`src/hw/rtl/vie_pkg.sv`:
```
// ----------------------------------------------------------------------------
// vie_pkg
// Shared types and constants for the instruction executor: item modes,
// opcodes and the memory request bundles.
// ----------------------------------------------------------------------------
package vie_pkg;

   localparam int MemBytesDefault = 256;
   localparam int NumRegsDefault  = 16;
   localparam logic [7:0] StartAddressReset = 8'd10;

   // item modes
   localparam logic [1:0] MODE_MEM_WRITE = 2'd0;
   localparam logic [1:0] MODE_MEM_READ  = 2'd1;
   localparam logic [1:0] MODE_REG_READ  = 2'd2;
   localparam logic [1:0] MODE_EXECUTE   = 2'd3;

   // opcodes (top nibble of the instruction)
   localparam logic [3:0] OP_LOAD  = 4'h1;
   localparam logic [3:0] OP_IMM   = 4'h2;
   localparam logic [3:0] OP_STORE = 4'h3;
   localparam logic [3:0] OP_MOVE  = 4'h4;
   localparam logic [3:0] OP_ADD   = 4'h5;
   localparam logic [3:0] OP_FADD  = 4'h6;
   localparam logic [3:0] OP_OR    = 4'h7;
   localparam logic [3:0] OP_AND   = 4'h8;
   localparam logic [3:0] OP_XOR   = 4'h9;
   localparam logic [3:0] OP_ROT   = 4'hA;
   localparam logic [3:0] OP_JEQ   = 4'hB;
   localparam logic [3:0] OP_HALT  = 4'hC;
   localparam logic [3:0] OP_JGT   = 4'hD;
   localparam logic [3:0] OP_NONE  = 4'h0;

   // one access to main memory (write and read share an address)
   typedef struct packed {
      logic       we;
      logic [7:0] addr;
      logic [7:0] wdata;
   } mem_req_type;

   // one access to the register file
   typedef struct packed {
      logic       we;
      logic [3:0] waddr;
      logic [7:0] wdata;
      logic [3:0] raddr;
   } rf_req_type;

endpackage

```
`src/hw/rtl/vie_ram.sv`:
```
// ----------------------------------------------------------------------------
// vie_ram
// Generic single-write, single-read synchronous RAM with registered read.
// ----------------------------------------------------------------------------
module vie_ram #(
   parameter int WIDTH = 8,
   parameter int DEPTH = 256
) (
   input  logic                     clock,
   input  logic                     we,
   input  logic [$clog2(DEPTH)-1:0] waddr,
   input  logic [WIDTH-1:0]         wdata,
   input  logic [$clog2(DEPTH)-1:0] raddr,
   output logic [WIDTH-1:0]         rdata
);

   logic [WIDTH-1:0] mem [DEPTH];
   logic [WIDTH-1:0] rdata_ff;

   // write port and registered read port
   always_ff @(posedge clock) begin
      if (we) begin
         mem[waddr] <= wdata;
      end
      rdata_ff <= mem[raddr];
   end

   assign rdata = rdata_ff;

endmodule

```
`src/hw/rtl/vie_fadd.sv`:
```
// ----------------------------------------------------------------------------
// vie_fadd
// Eight-bit float add: sign, excess-4 exponent, 4-bit mantissa. Truncates,
// normalizes and saturates at 7.5.
// ----------------------------------------------------------------------------
module vie_fadd
   import vie_pkg::*;
(
   input  logic [7:0] a,
   input  logic [7:0] b,
   output logic [7:0] sum
);

   logic signed [12:0] va;
   logic signed [12:0] vb;
   logic signed [12:0] total;
   logic [11:0]        mag;
   logic [3:0]         msb;
   logic [3:0]         expo;
   logic [11:0]        shifted;

   // expand operands to fixed point in units of 1/256
   always_comb begin
      va = $signed({2'b00, 11'(a[3:0]) << a[6:4]});
      vb = $signed({2'b00, 11'(b[3:0]) << b[6:4]});
      if (a[7]) va = -va;
      if (b[7]) vb = -vb;
      total = va + vb;
      mag   = total[12] ? 12'(-total) : total[11:0];
   end

   // find the leading one and re-encode
   always_comb begin
      msb = 4'd0;
      for (int i = 0; i < 12; i++) begin
         if (mag[i]) msb = 4'(i);
      end
      expo    = (msb >= 4'd3) ? msb - 4'd3 : 4'd0;
      shifted = mag >> expo;
      if (mag == 12'd0) begin
         sum = 8'h00;
      end else if (expo > 4'd7) begin
         sum = {total[12], 7'h7F};
      end else begin
         sum = {total[12], expo[2:0], shifted[3:0]};
      end
   end

endmodule

```
`src/hw/rtl/vie_exec.sv`:
```
// ----------------------------------------------------------------------------
// vie_exec
// Sequencer: clears main memory after reset, then runs each item as reads and
// at most one write back against main memory and the register file.
// ----------------------------------------------------------------------------
module vie_exec
   import vie_pkg::*;
#(
   parameter int MEM_BYTES = MemBytesDefault,
   parameter int NUM_REGS  = NumRegsDefault
) (
   input  logic        clock,
   input  logic        reset,
   input  logic        req_valid,
   output logic        req_ready,
   input  logic [1:0]  req_mode,
   input  logic [7:0]  req_address,
   input  logic [7:0]  req_write_value,
   output logic        rsp_valid,
   input  logic        rsp_ready,
   output logic [7:0]  rsp_read_value,
   output logic [7:0]  rsp_pc_after,
   output logic        rsp_halted,
   output logic        rsp_screen_valid,
   output logic [3:0]  rsp_executed_opcode,
   input  logic        csr_write_enable,
   input  logic [7:0]  csr_write_data,
   output mem_req_type mem_req,
   input  logic [7:0]  mem_rdata,
   output rf_req_type  rf_req,
   input  logic [7:0]  rf_rdata
);

   localparam int AddrW = $clog2(MEM_BYTES);

   typedef enum logic [3:0] {
      S_CLEAR, S_IDLE, S_MRD, S_RRD, S_F1, S_F2,
      S_X1, S_X2, S_X3, S_X4, S_RESP
   } state_type;

   state_type          state_ff;
   logic [AddrW-1:0]   clr_ff;
   logic [7:0]         pc_ff;
   logic               halt_ff;
   logic [NUM_REGS-1:0] rf_valid_ff;
   logic               rf_ok_ff;
   logic [7:0]         hi_ff, lo_ff, md_ff, ra_ff, rb_ff, rc_ff;
   logic [7:0]         pend_rd_ff;
   logic               pend_scr_ff;
   logic [3:0]         pend_opc_ff;
   logic               rsp_valid_ff;
   logic [7:0]         rsp_rd_ff, rsp_pc_ff;
   logic               rsp_halt_ff, rsp_scr_ff;
   logic [3:0]         rsp_opc_ff;

   logic [7:0] rf_val, fsum, rot, pc_in;
   logic [3:0] n1, n2, n3, n4;
   logic       halt_in, scr_in;
   logic       rsp_load;

   assign n1 = hi_ff[7:4];
   assign n2 = hi_ff[3:0];
   assign n3 = lo_ff[7:4];
   assign n4 = lo_ff[3:0];

   // registers never written read as zero
   assign rf_val = rf_ok_ff ? rf_rdata : 8'h00;
   assign rot    = 8'({ra_ff, ra_ff} >> n4[2:0]);

   vie_fadd u_fadd (.a(rb_ff), .b(rc_ff), .sum(fsum));

   assign req_ready = (state_ff == S_IDLE);

   // load the result register once the previous beat has left
   assign rsp_load = (state_ff == S_RESP) && (!rsp_valid_ff || rsp_ready);

   // drive memory and register file accesses, decode the execute step
   always_comb begin
      mem_req = '0;
      rf_req  = '0;
      pc_in   = pc_ff;
      halt_in = halt_ff;
      scr_in  = 1'b0;
      case (state_ff)
         S_CLEAR: begin
            mem_req.we   = 1'b1;
            mem_req.addr = 8'(clr_ff);
         end
         S_IDLE: begin
            if (req_mode == MODE_MEM_WRITE) begin
               mem_req.we    = req_valid;
               mem_req.addr  = req_address;
               mem_req.wdata = req_write_value;
            end else if (req_mode == MODE_EXECUTE) begin
               mem_req.addr = pc_ff;
            end else begin
               mem_req.addr = req_address;
            end
            rf_req.raddr = req_address[3:0];
         end
         S_F1: mem_req.addr = pc_ff + 8'd1;
         S_F2: begin
            mem_req.addr = mem_rdata;
            rf_req.raddr = n2;
         end
         S_X1: rf_req.raddr = n3;
         S_X2: rf_req.raddr = n4;
         S_X3: rf_req.raddr = 4'd0;
         S_X4: begin
            rf_req.waddr = n2;
            case (n1)
               OP_LOAD: begin
                  rf_req.we = 1'b1; rf_req.wdata = md_ff;
               end
               OP_IMM: begin
                  rf_req.we = 1'b1; rf_req.wdata = lo_ff;
               end
               OP_STORE: begin
                  mem_req.we = 1'b1; mem_req.addr = lo_ff; mem_req.wdata = ra_ff;
                  scr_in = (lo_ff == 8'h00);
               end
               OP_MOVE: begin
                  rf_req.we = (n2 == 4'd0); rf_req.waddr = n4; rf_req.wdata = rb_ff;
               end
               OP_ADD: begin
                  rf_req.we = 1'b1; rf_req.wdata = rb_ff + rc_ff;
               end
               OP_FADD: begin
                  rf_req.we = 1'b1; rf_req.wdata = fsum;
               end
               OP_OR: begin
                  rf_req.we = 1'b1; rf_req.wdata = rb_ff | rc_ff;
               end
               OP_AND: begin
                  rf_req.we = 1'b1; rf_req.wdata = rb_ff & rc_ff;
               end
               OP_XOR: begin
                  rf_req.we = 1'b1; rf_req.wdata = rb_ff ^ rc_ff;
               end
               OP_ROT: begin
                  rf_req.we = (n3 == 4'd0); rf_req.wdata = rot;
               end
               OP_JEQ: if (ra_ff == rf_val) pc_in = lo_ff;
               OP_HALT: if (n2 == 4'd0 && lo_ff == 8'h00) halt_in = 1'b1;
               OP_JGT: if ($signed(ra_ff) > $signed(rf_val)) pc_in = lo_ff;
               default: ;
            endcase
         end
         default: ;
      endcase
   end

   // hold state, architectural registers and the result register
   always_ff @(posedge clock) begin
      if (reset) begin
         state_ff     <= S_CLEAR;
         clr_ff       <= '0;
         pc_ff        <= StartAddressReset;
         halt_ff      <= 1'b0;
         rf_valid_ff  <= '0;
         rsp_valid_ff <= 1'b0;
      end else begin
         rf_ok_ff <= rf_valid_ff[rf_req.raddr];
         if (rf_req.we) rf_valid_ff[rf_req.waddr] <= 1'b1;
         if (rsp_load) begin
            rsp_valid_ff <= 1'b1;
         end else if (rsp_ready) begin
            rsp_valid_ff <= 1'b0;
         end
         if (csr_write_enable) begin
            pc_ff <= csr_write_data;
         end
         case (state_ff)
            S_CLEAR: begin
               clr_ff <= clr_ff + 1'b1;
               if (clr_ff == AddrW'(MEM_BYTES - 1)) state_ff <= S_IDLE;
            end
            S_IDLE: begin
               pend_rd_ff  <= 8'h00;
               pend_scr_ff <= 1'b0;
               pend_opc_ff <= OP_NONE;
               if (req_valid) begin
                  case (req_mode)
                     MODE_MEM_READ: state_ff <= S_MRD;
                     MODE_REG_READ: state_ff <= S_RRD;
                     MODE_EXECUTE:  state_ff <= halt_ff ? S_RESP : S_F1;
                     default:       state_ff <= S_RESP;
                  endcase
               end
            end
            S_MRD: begin
               pend_rd_ff <= mem_rdata;
               state_ff   <= S_RESP;
            end
            S_RRD: begin
               pend_rd_ff <= rf_val;
               state_ff   <= S_RESP;
            end
            S_F1: begin
               hi_ff    <= mem_rdata;
               state_ff <= S_F2;
            end
            S_F2: begin
               lo_ff    <= mem_rdata;
               pc_ff    <= pc_ff + 8'd2;
               state_ff <= S_X1;
            end
            S_X1: begin
               md_ff    <= mem_rdata;
               ra_ff    <= rf_val;
               state_ff <= S_X2;
            end
            S_X2: begin
               rb_ff    <= rf_val;
               state_ff <= S_X3;
            end
            S_X3: begin
               rc_ff    <= rf_val;
               state_ff <= S_X4;
            end
            S_X4: begin
               pc_ff       <= pc_in;
               halt_ff     <= halt_in;
               pend_scr_ff <= scr_in;
               pend_opc_ff <= n1;
               state_ff    <= S_RESP;
            end
            S_RESP: begin
               if (rsp_load) begin
                  rsp_rd_ff    <= pend_rd_ff;
                  rsp_pc_ff    <= pc_ff;
                  rsp_halt_ff  <= halt_ff;
                  rsp_scr_ff   <= pend_scr_ff;
                  rsp_opc_ff   <= pend_opc_ff;
                  state_ff     <= S_IDLE;
               end
            end
            default: state_ff <= S_IDLE;
         endcase
      end
   end

   assign rsp_valid           = rsp_valid_ff;
   assign rsp_read_value      = rsp_rd_ff;
   assign rsp_pc_after        = rsp_pc_ff;
   assign rsp_halted          = rsp_halt_ff;
   assign rsp_screen_valid    = rsp_scr_ff;
   assign rsp_executed_opcode = rsp_opc_ff;

   // no item is taken while memory is being cleared
   a_no_accept_in_clear: assert property (@(posedge clock) disable iff (reset)
      (state_ff == S_CLEAR) |-> !req_ready) else $error("accept during clear");

   // halt is sticky until reset
   a_halt_sticky: assert property (@(posedge clock) disable iff (reset)
      $past(halt_ff) && !$past(reset) |-> halt_ff) else $error("halt dropped");

   // one write back per step, never to both stores
   a_one_write: assert property (@(posedge clock) disable iff (reset)
      !(mem_req.we && rf_req.we)) else $error("double write");

   // screen beat only comes from a store
   a_screen_store: assert property (@(posedge clock) disable iff (reset)
      rsp_valid && rsp_screen_valid |-> rsp_executed_opcode == OP_STORE)
      else $error("screen without store");

endmodule

```
`src/hw/rtl/vole_instruction_executor.sv`:
```
// ----------------------------------------------------------------------------
// vole_instruction_executor
// Eight-bit stored-program CPU with 16 registers and a 256-byte memory.
// ----------------------------------------------------------------------------
// After reset the block clears all MEM_BYTES bytes of main memory before it
// raises req_ready. Items are handled one at a time by a sequencer around
// two synchronous RAMs, each with one write and one read port. A halted
// execute item goes straight to its result; an executed instruction runs
// two instruction fetches, three register operand reads plus register 0,
// then at most one write back, in that order, as each RAM has one read
// port. The next item is taken while a result still waits.
module vole_instruction_executor
   import vie_pkg::*;
#(
   parameter int MEM_BYTES = MemBytesDefault,
   parameter int NUM_REGS  = NumRegsDefault
) (
   input  logic       clock,
   input  logic       reset,
   input  logic       req_valid,
   output logic       req_ready,
   input  logic [1:0] req_mode,
   input  logic [7:0] req_address,
   input  logic [7:0] req_write_value,
   output logic       rsp_valid,
   input  logic       rsp_ready,
   output logic [7:0] rsp_read_value,
   output logic [7:0] rsp_pc_after,
   output logic       rsp_halted,
   output logic       rsp_screen_valid,
   output logic [3:0] rsp_executed_opcode,
   input  logic       csr_write_enable,
   input  logic [7:0] csr_write_data
);

   localparam int AddrW = $clog2(MEM_BYTES);
   localparam int RegW  = $clog2(NUM_REGS);

   mem_req_type mem_req;
   rf_req_type  rf_req;
   logic [7:0]  mem_rdata;
   logic [7:0]  rf_rdata;

   // sequencer
   vie_exec #(.MEM_BYTES(MEM_BYTES), .NUM_REGS(NUM_REGS)) u_exec (
      .clock, .reset,
      .req_valid, .req_ready, .req_mode, .req_address, .req_write_value,
      .rsp_valid, .rsp_ready, .rsp_read_value, .rsp_pc_after, .rsp_halted,
      .rsp_screen_valid, .rsp_executed_opcode,
      .csr_write_enable, .csr_write_data,
      .mem_req, .mem_rdata, .rf_req, .rf_rdata
   );

   // main memory
   vie_ram #(.WIDTH(8), .DEPTH(MEM_BYTES)) u_main_mem (
      .clock,
      .we    (mem_req.we),
      .waddr (AddrW'(mem_req.addr)),
      .wdata (mem_req.wdata),
      .raddr (AddrW'(mem_req.addr)),
      .rdata (mem_rdata)
   );

   // register file
   vie_ram #(.WIDTH(8), .DEPTH(NUM_REGS)) u_reg_file (
      .clock,
      .we    (rf_req.we),
      .waddr (RegW'(rf_req.waddr)),
      .wdata (rf_req.wdata),
      .raddr (RegW'(rf_req.raddr)),
      .rdata (rf_rdata)
   );

endmodule

```
`config.mk`:
```
export PLATFORM = sky130hd
export DESIGN_NAME = vole_instruction_executor
export DESIGN_NICKNAME = d
export VERILOG_FILES = /design/src/hw/rtl/vie_pkg.sv /design/src/hw/rtl/vie_ram.sv /design/src/hw/rtl/vie_fadd.sv /design/src/hw/rtl/vie_exec.sv /design/src/hw/rtl/vole_instruction_executor.sv
export SDC_FILE = /design/constraint.sdc
export NUM_CORES = 2
export LEC_CHECK = 0
export ABC_AREA = 1
export BUFFER_PORTS_ARGS = -buffer_cell sky130_fd_sc_hd__buf_2
export CORE_MARGIN = 5
export CORE_UTILIZATION = 40
export DETAILED_ROUTE_END_ITERATION = 8
export SYNTH_ARGS = -nofsm -noshare
export SYNTH_HDL_FRONTEND = slang
export SYNTH_SLANG_ARGS = --single-unit
export TNS_END_PERCENT = 20
```
`constraint.sdc`:
```
create_clock -name clock -period 20.9 [get_ports clock]
set_clock_uncertainty 0.1 [all_clocks]
set_input_delay 4.18 -clock clock [delete_from_list [all_inputs] [get_ports clock]]
set_output_delay 4.18 -clock clock [all_outputs]
set_load 0.1 [all_outputs]
```
# ---- Word-level counts from Yosys, hierarchy flattened
# Memory sizes are Yosys's and may differ from the RTL's. A register that Yosys moved wholly into a read port is not among the register bits.
# Index checks and enable logic that the tools add are counted.
dict set report totals {
  register_bits 122
  ramBits 2176
  elab_cells 165
  n_memories 2
}
dict set report classes {
  add_sub_neg 9
  magnitude_cmp 6
  n_eq_ne 34
  shifts 4
  muxes 56
  bitwise_logic 5
  n_reduce_logical 28
}
# name depth width read_ports rd_clocked_by_memory_dff write_ports line_no
set memory_table {}
lappend memory_table {u_main_mem.mem 256 8 1 1 1 vie_ram.sv:17} ;# logic [WIDTH-1:0] mem [DEPTH];
lappend memory_table {u_reg_file.mem 16 8 1 1 1 vie_ram.sv:17}
# cell n
set ops {}
lappend ops {{$pmux W8 S9} 1}
lappend ops {{$mux W4} 16}
lappend ops {{$mux W8} 8}
lappend ops {{$pmux W8 S2} 3}
lappend ops {{$pmux W8 S5} 1}
lappend ops {{$mux W13} 3}
lappend ops {{$eq A4 B4 Y1 const B} 9}
lappend ops {{$pmux W4 S9} 1}
lappend ops {{$eq A4 B3 Y1 const B} 8}
lappend ops {{$neg A11 Y13} 2}
lappend ops {{$pmux W8 S3} 1}
lappend ops {{$shl A4 B3 Y11} 2}
lappend ops {{$mux W17} 1}
lappend ops {{$add A8 B1 Y8 const B} 2}
lappend ops {{$eq A4 B2 Y1 const B} 4}
lappend ops {{$or A16 B16 Y16} 1}
lappend ops {{$pmux W4 S4} 1}
lappend ops {{$shr A16 B3 Y8} 1}
lappend ops {{$reduce_and A2 Y1} 7}
lappend ops {{$add A13 B13 Y13} 1}
lappend ops {{$logic_not A12 Y1} 1}
lappend ops {{$logic_not A4 Y1} 3}
lappend ops {{$mux W12} 1}
lappend ops {{$neg A12 Y12} 1}
lappend ops {{other kinds (41)} 63}

# ---- Longest topological paths before layout
dict set report depth {
  ltp_word 29
  ltp_mapped 46
}

# ---- Modules after synthesis
# Synthesis repeated with hierarchy kept, for this count alone.
dict set report unflattened {
  hier_cells 8894
  hier_area_um2 98683.4
}
# module n_inst cells_each area_each_um2
set by_module_without_submodules {}
lappend by_module_without_submodules {{vie_ram (u_main_mem)} 1 7003 83396.2}
lappend by_module_without_submodules {vie_exec 1 861 6991.7}
lappend by_module_without_submodules {{vie_ram (u_reg_file)} 1 551 5766.8}
lappend by_module_without_submodules {vie_fadd 1 479 2528.7}

# ---- Least setup slack after synthesis
# No wires, ideal clock.
dict set report synth_path {
  path_kind {flip-flop to flip-flop}
  startpoint {register u_exec.hi_ff[4]}
  endpoint {memory u_main_mem.mem[0][1] (data pin)}
  t_arrival_ps 10909
  required_ps 18612
  path_slack_ps 7703
  path_stages_with_launch 6
  synth_period_minus_slack_ps 13197
  path_cell_list {edfxtp_1 -> nand2_1 -> nor2_1 -> nand2_1 -> buf_2 -> o21ai_0}
}
# item line_no
set synth_rtl {}
lappend synth_rtl {{start, declared} vie_exec.sv:47} ;# logic [7:0] hi_ff, lo_ff, md_ff, ra_ff, rb_ff, rc_ff;
lappend synth_rtl {{start signal, assigned} vie_exec.sv:200} ;# hi_ff <= mem_rdata;
lappend synth_rtl {{end, declared} vie_ram.sv:17}

# ---- Final worst setup path
dict set report layout_path {
  startpoint {input port req_mode[1]}
  endpoint {memory u_main_mem.mem[133][1] (enable)}
}
dict set report layout_via {
  elab_chain_len 5
  word_cells_on_any_way 9
  classes_between {1 x eq/ne; 7 x mux; 1 x reduce/logical}
}
# item line_no
set layout_rtl {}
lappend layout_rtl {{start, declared} vole_instruction_executor.sv:22} ;# input logic [1:0] req_mode,
lappend layout_rtl {{$logic_not A2 Y1} vie_exec.sv:90} ;# if (req_mode == MODE_MEM_WRITE) begin
lappend layout_rtl {{$mux W1} vie_exec.sv:90}
lappend layout_rtl {{$pmux W1 S3} vie_exec.sv:84} ;# case (state_ff)
lappend layout_rtl {{$mux W1} vie_ram.sv:22} ;# if (we) begin
lappend layout_rtl {{$mux W1 (implied by the code)} vie_ram.sv:23} ;# mem[waddr] <= wdata;
# Several ways; a longest one is shown, not always the timed one.

==> flow_metrics.tcl <==
set metrics [dict create \
    rsz0062_at_grt "false" \
    synth_top_family_by_area "compound AO/OA/AOI/OAI gates" \
    postCtsHoldBufs 0 \
    synth-async-reset-ratio_pct 0 \
    drtPass1Iterations 6 \
    synth_cell_types 70 \
    clk_pin_slew_worst_paths_ns 0.07 \
    vias 56364 \
    clock_path_buffers 3 \
    synth_fa_ha_area_share_pct 0.639 \
    powerDensity_nw_per_um2 93.9 \
    grt_pass1_wl_microns 379000 \
    synth_cells 6184 \
    io_pins 55 \
    clock_latency_ns 0.87 \
    cts_tree "yes" \
    power_leakage_uw 0.0303 \
    drt_iter0_markers 7438 \
    dpl.hpwl_microns 158000 \
    grt_start_max_net_pins 183 \
    cts-resized-gates 0 \
    antenna_found_initial 6 \
    critical_path_class "in2reg" \
    post_drt_wl_per_cell_microns 28.0 \
    die_x_microns 486 \
    grt_util_all_layers_pct 21.5 \
    postCtsSetupBuffers 0 \
    avgViaCountPerCell 6.01 \
    drt-total-wl_microns 263000 \
    hold_start "u_exec.pend_opc_ff[1]" \
    syn_area_sq_um 90500 \
    muxShareOfSynthArea_pct 0.0443 \
    period_needed_ns 9.18 \
    fin_ws_ns 11.72 \
    critPathMaxFanout 129 \
    ant_nets 0 \
    cts_made_buffers 221 \
    cp.depth 13 \
    reg_top3 "u_main_mem.mem (2048), u_reg_file.mem (128), u_exec.rf_valid_ff (16)" \
    dieArea_sq_um 236000 \
    routabilityCongestion 0.895 \
    fin_tns_setup_ns 0 \
    fin_nets 6278 \
    cpMaxStageDelayCell "nand2_1" \
    grt_pass1_vias 53928 \
    place_ws_ns 10.89 \
    synth-simple-area-share_pct 6.24 \
    min_path_type "reg2reg" \
    grt_overflow_total 0 \
    path_cells "buf_2 > nand2_1 > inv_1 > a21oi_1 > o21ai_0 > nand3_1 > nor2_4 > buf_12 > buf_12 > buf_4 > nand2_1 > buf_4 > nor2_1" \
    final_common_cell "edfxtp_1" \
    critPathBufInv 6 \
    status "completed" \
    dieHeight_microns 486 \
    reg2reg_from "u_exec.rb_ff[4]" \
    cts_max_level 4 \
    mostFrequentLayoutCells "edfxtp_1 (2260), a22oi_1 (1027), nor2_1 (581)" \
    synth_compound_area_share_pct 13.9 \
    avgSynthCellArea_sq_um 14.6 \
    cp.required_ns 21.27 \
    initial_core_util_pct 40.2 \
    maxCapViolations 0 \
    postSynth.topFlopCell "edfxtp_1" \
    drive_above_1_share_pct 9.20 \
    cp.arrival_ns 9.55 \
    syn_to_final_growth_pct 12.1 \
    io_buffers 54 \
    cp-end-kind "flop" \
    dpl_cell_area_sq_um 94200 \
    fp.coreArea_sq_um 225000 \
    stdcell_area_sq_um 101000 \
    synthTopCellsByArea "edfxtp_1 (75%), a22oi_1 (8.5%), a21oi_1 (2.7%)" \
    top_register "u_main_mem.mem" \
    slew_viol_final 0 \
    worstMarginPinSlew_ns 1.39 \
    num-fill-cells 19476 \
    whs_path_depth 0 \
    rows 174 \
    wl_met3_microns 25800 \
    yosysSeqAreaShare_pct 76.2 \
    hold_viol 0 \
    slowest_delay_ns 0.75 \
    fmax_ghz 0.109 \
    setup_violations 0 \
    yosysTopAreaCell "edfxtp_1" \
    synth-edff-count 2260 \
    ir_drop_v 0.0000706 \
    clkSinkCount 2314 \
    cp-start-kind "primary input" \
    cp_top_family "buffers and inverters" \
    met2WireLength_microns 119000 \
    post-route-period-util_pct 43.9 \
    largest_register_ff_count 2048 \
    netlist.area_leader.share_pct 75.0 \
    yosys_warnings 0 \
    cts-root-buf "clkbuf_16" \
    syn_nets 6260 \
    met1_length_microns 109000 \
    synth_xor_xnor_area_share_pct 0.423 \
    cp-startpoint "req_mode[1]" \
    synth_seq_cells 2314 \
    drc 0 \
    relSlewSlack_pct 6.33 \
    top_layer "met5" \
    rr_worst_depth 32 \
]
metrics by stage:
step | instances | power [uW] | util, % | hold slack, ns
after global placement | 8971 | 5620 | 41.9 | 0.306
after floorplan | 6184 | 5420 | - | 0.300
after detailed placement | 8971 | 5620 | 41.9 | 0.306
final | 9384 | 9530 | 45.1 | 0.317
after global routing | 9383 | 9780 | 45.1 | 0.326
after CTS | 9383 | 9560 | 45.1 | 0.321
routing by layer:
metal / vias to the layer above / GRT usage [%]
met5: - / 0
met4: 6 / 6.77
met3: 480 / 4.78
met2: 3044 / 33.1
met1: 28553 / 30.7
li1: 24281 / -
synth_stat cells, drive strengths merged, types with 8 or more instances:
cell type,n
edfxtp,2260
a22oi,1027
nor2,596
a21oi,499
nand2,456
clkbuf,235
inv,200
buf,136
o21ai,125
nand3,109
nor4,79
dfxtp,54
ha,43
o22ai,38
nand4,35
o211ai,31
nor3,28
o41ai,24
o311ai,23
xor2,21
o32ai,20
clkinv,18
a31oi,16
xnor2,15
a221oi,13
or4,8
final timing paths:
kind	end	slack (ns)
worst min-delay path	u_exec.rsp_executed_opcode[1]	0.32
worst max-delay path	u_main_mem.mem[133][1]	11.72
worst min register to register	u_exec.rsp_executed_opcode[1]	0.32
worst max register to register	u_reg_file.mem[10][1]	13.58
worst register-to-register path, delay by kind of cell (launching register included):
family                     cells  cell delay [ns]
xor gates and xnor gates       2             0.64
and+or+nand+nor               15             2.08
buffers and inverters          6             0.74
DFF                            1             0.52
AOI/OAI and AO/OA              6             1.91
adders and majority gates      3             0.98
where the power goes:
group	leakage (uW)	internal, uW	total, uW	switching, uW
logic	0.00798	142	499	357
clock network	0.00349	2240	3990	1750
registers	0.0189	5020	5040	13.6
total	0.0303	7410	9530	2120
logic make-up (layout without fill, tap and decap cells):
kind of cell / Yosys count / count (layout)
XOR/XNOR: 36 / 36
AND/OR/NAND/NOR: 1328 / 1328
AO/OA/AOI/OAI: 1868 / 1868
flip-flops: 2314 / 2314
adder cells (fa/ha/maj): 45 / 45
multiplexers: 4 / 4
other: 0 / 1
buffers and inverters: 589 / 796
final cells by class:
| type | instances | area, sq um | area share [%] |
|---|---|---|---|
| inverter | 218 | 843 | 0.831 |
| sequential | 2314 | 68900 | 68.0 |
| timing repair buffer | 166 | 1210 | 1.19 |
| antenna | 1 | 2.50 | 0.00247 |
| clock inverter | 133 | 1430 | 1.41 |
| clock buffer | 279 | 5790 | 5.71 |
| multi-input combinational | 3281 | 19500 | 19.2 |
| tap | 2992 | 3740 | 3.69 |
Power figures use the tool's default switching activity.
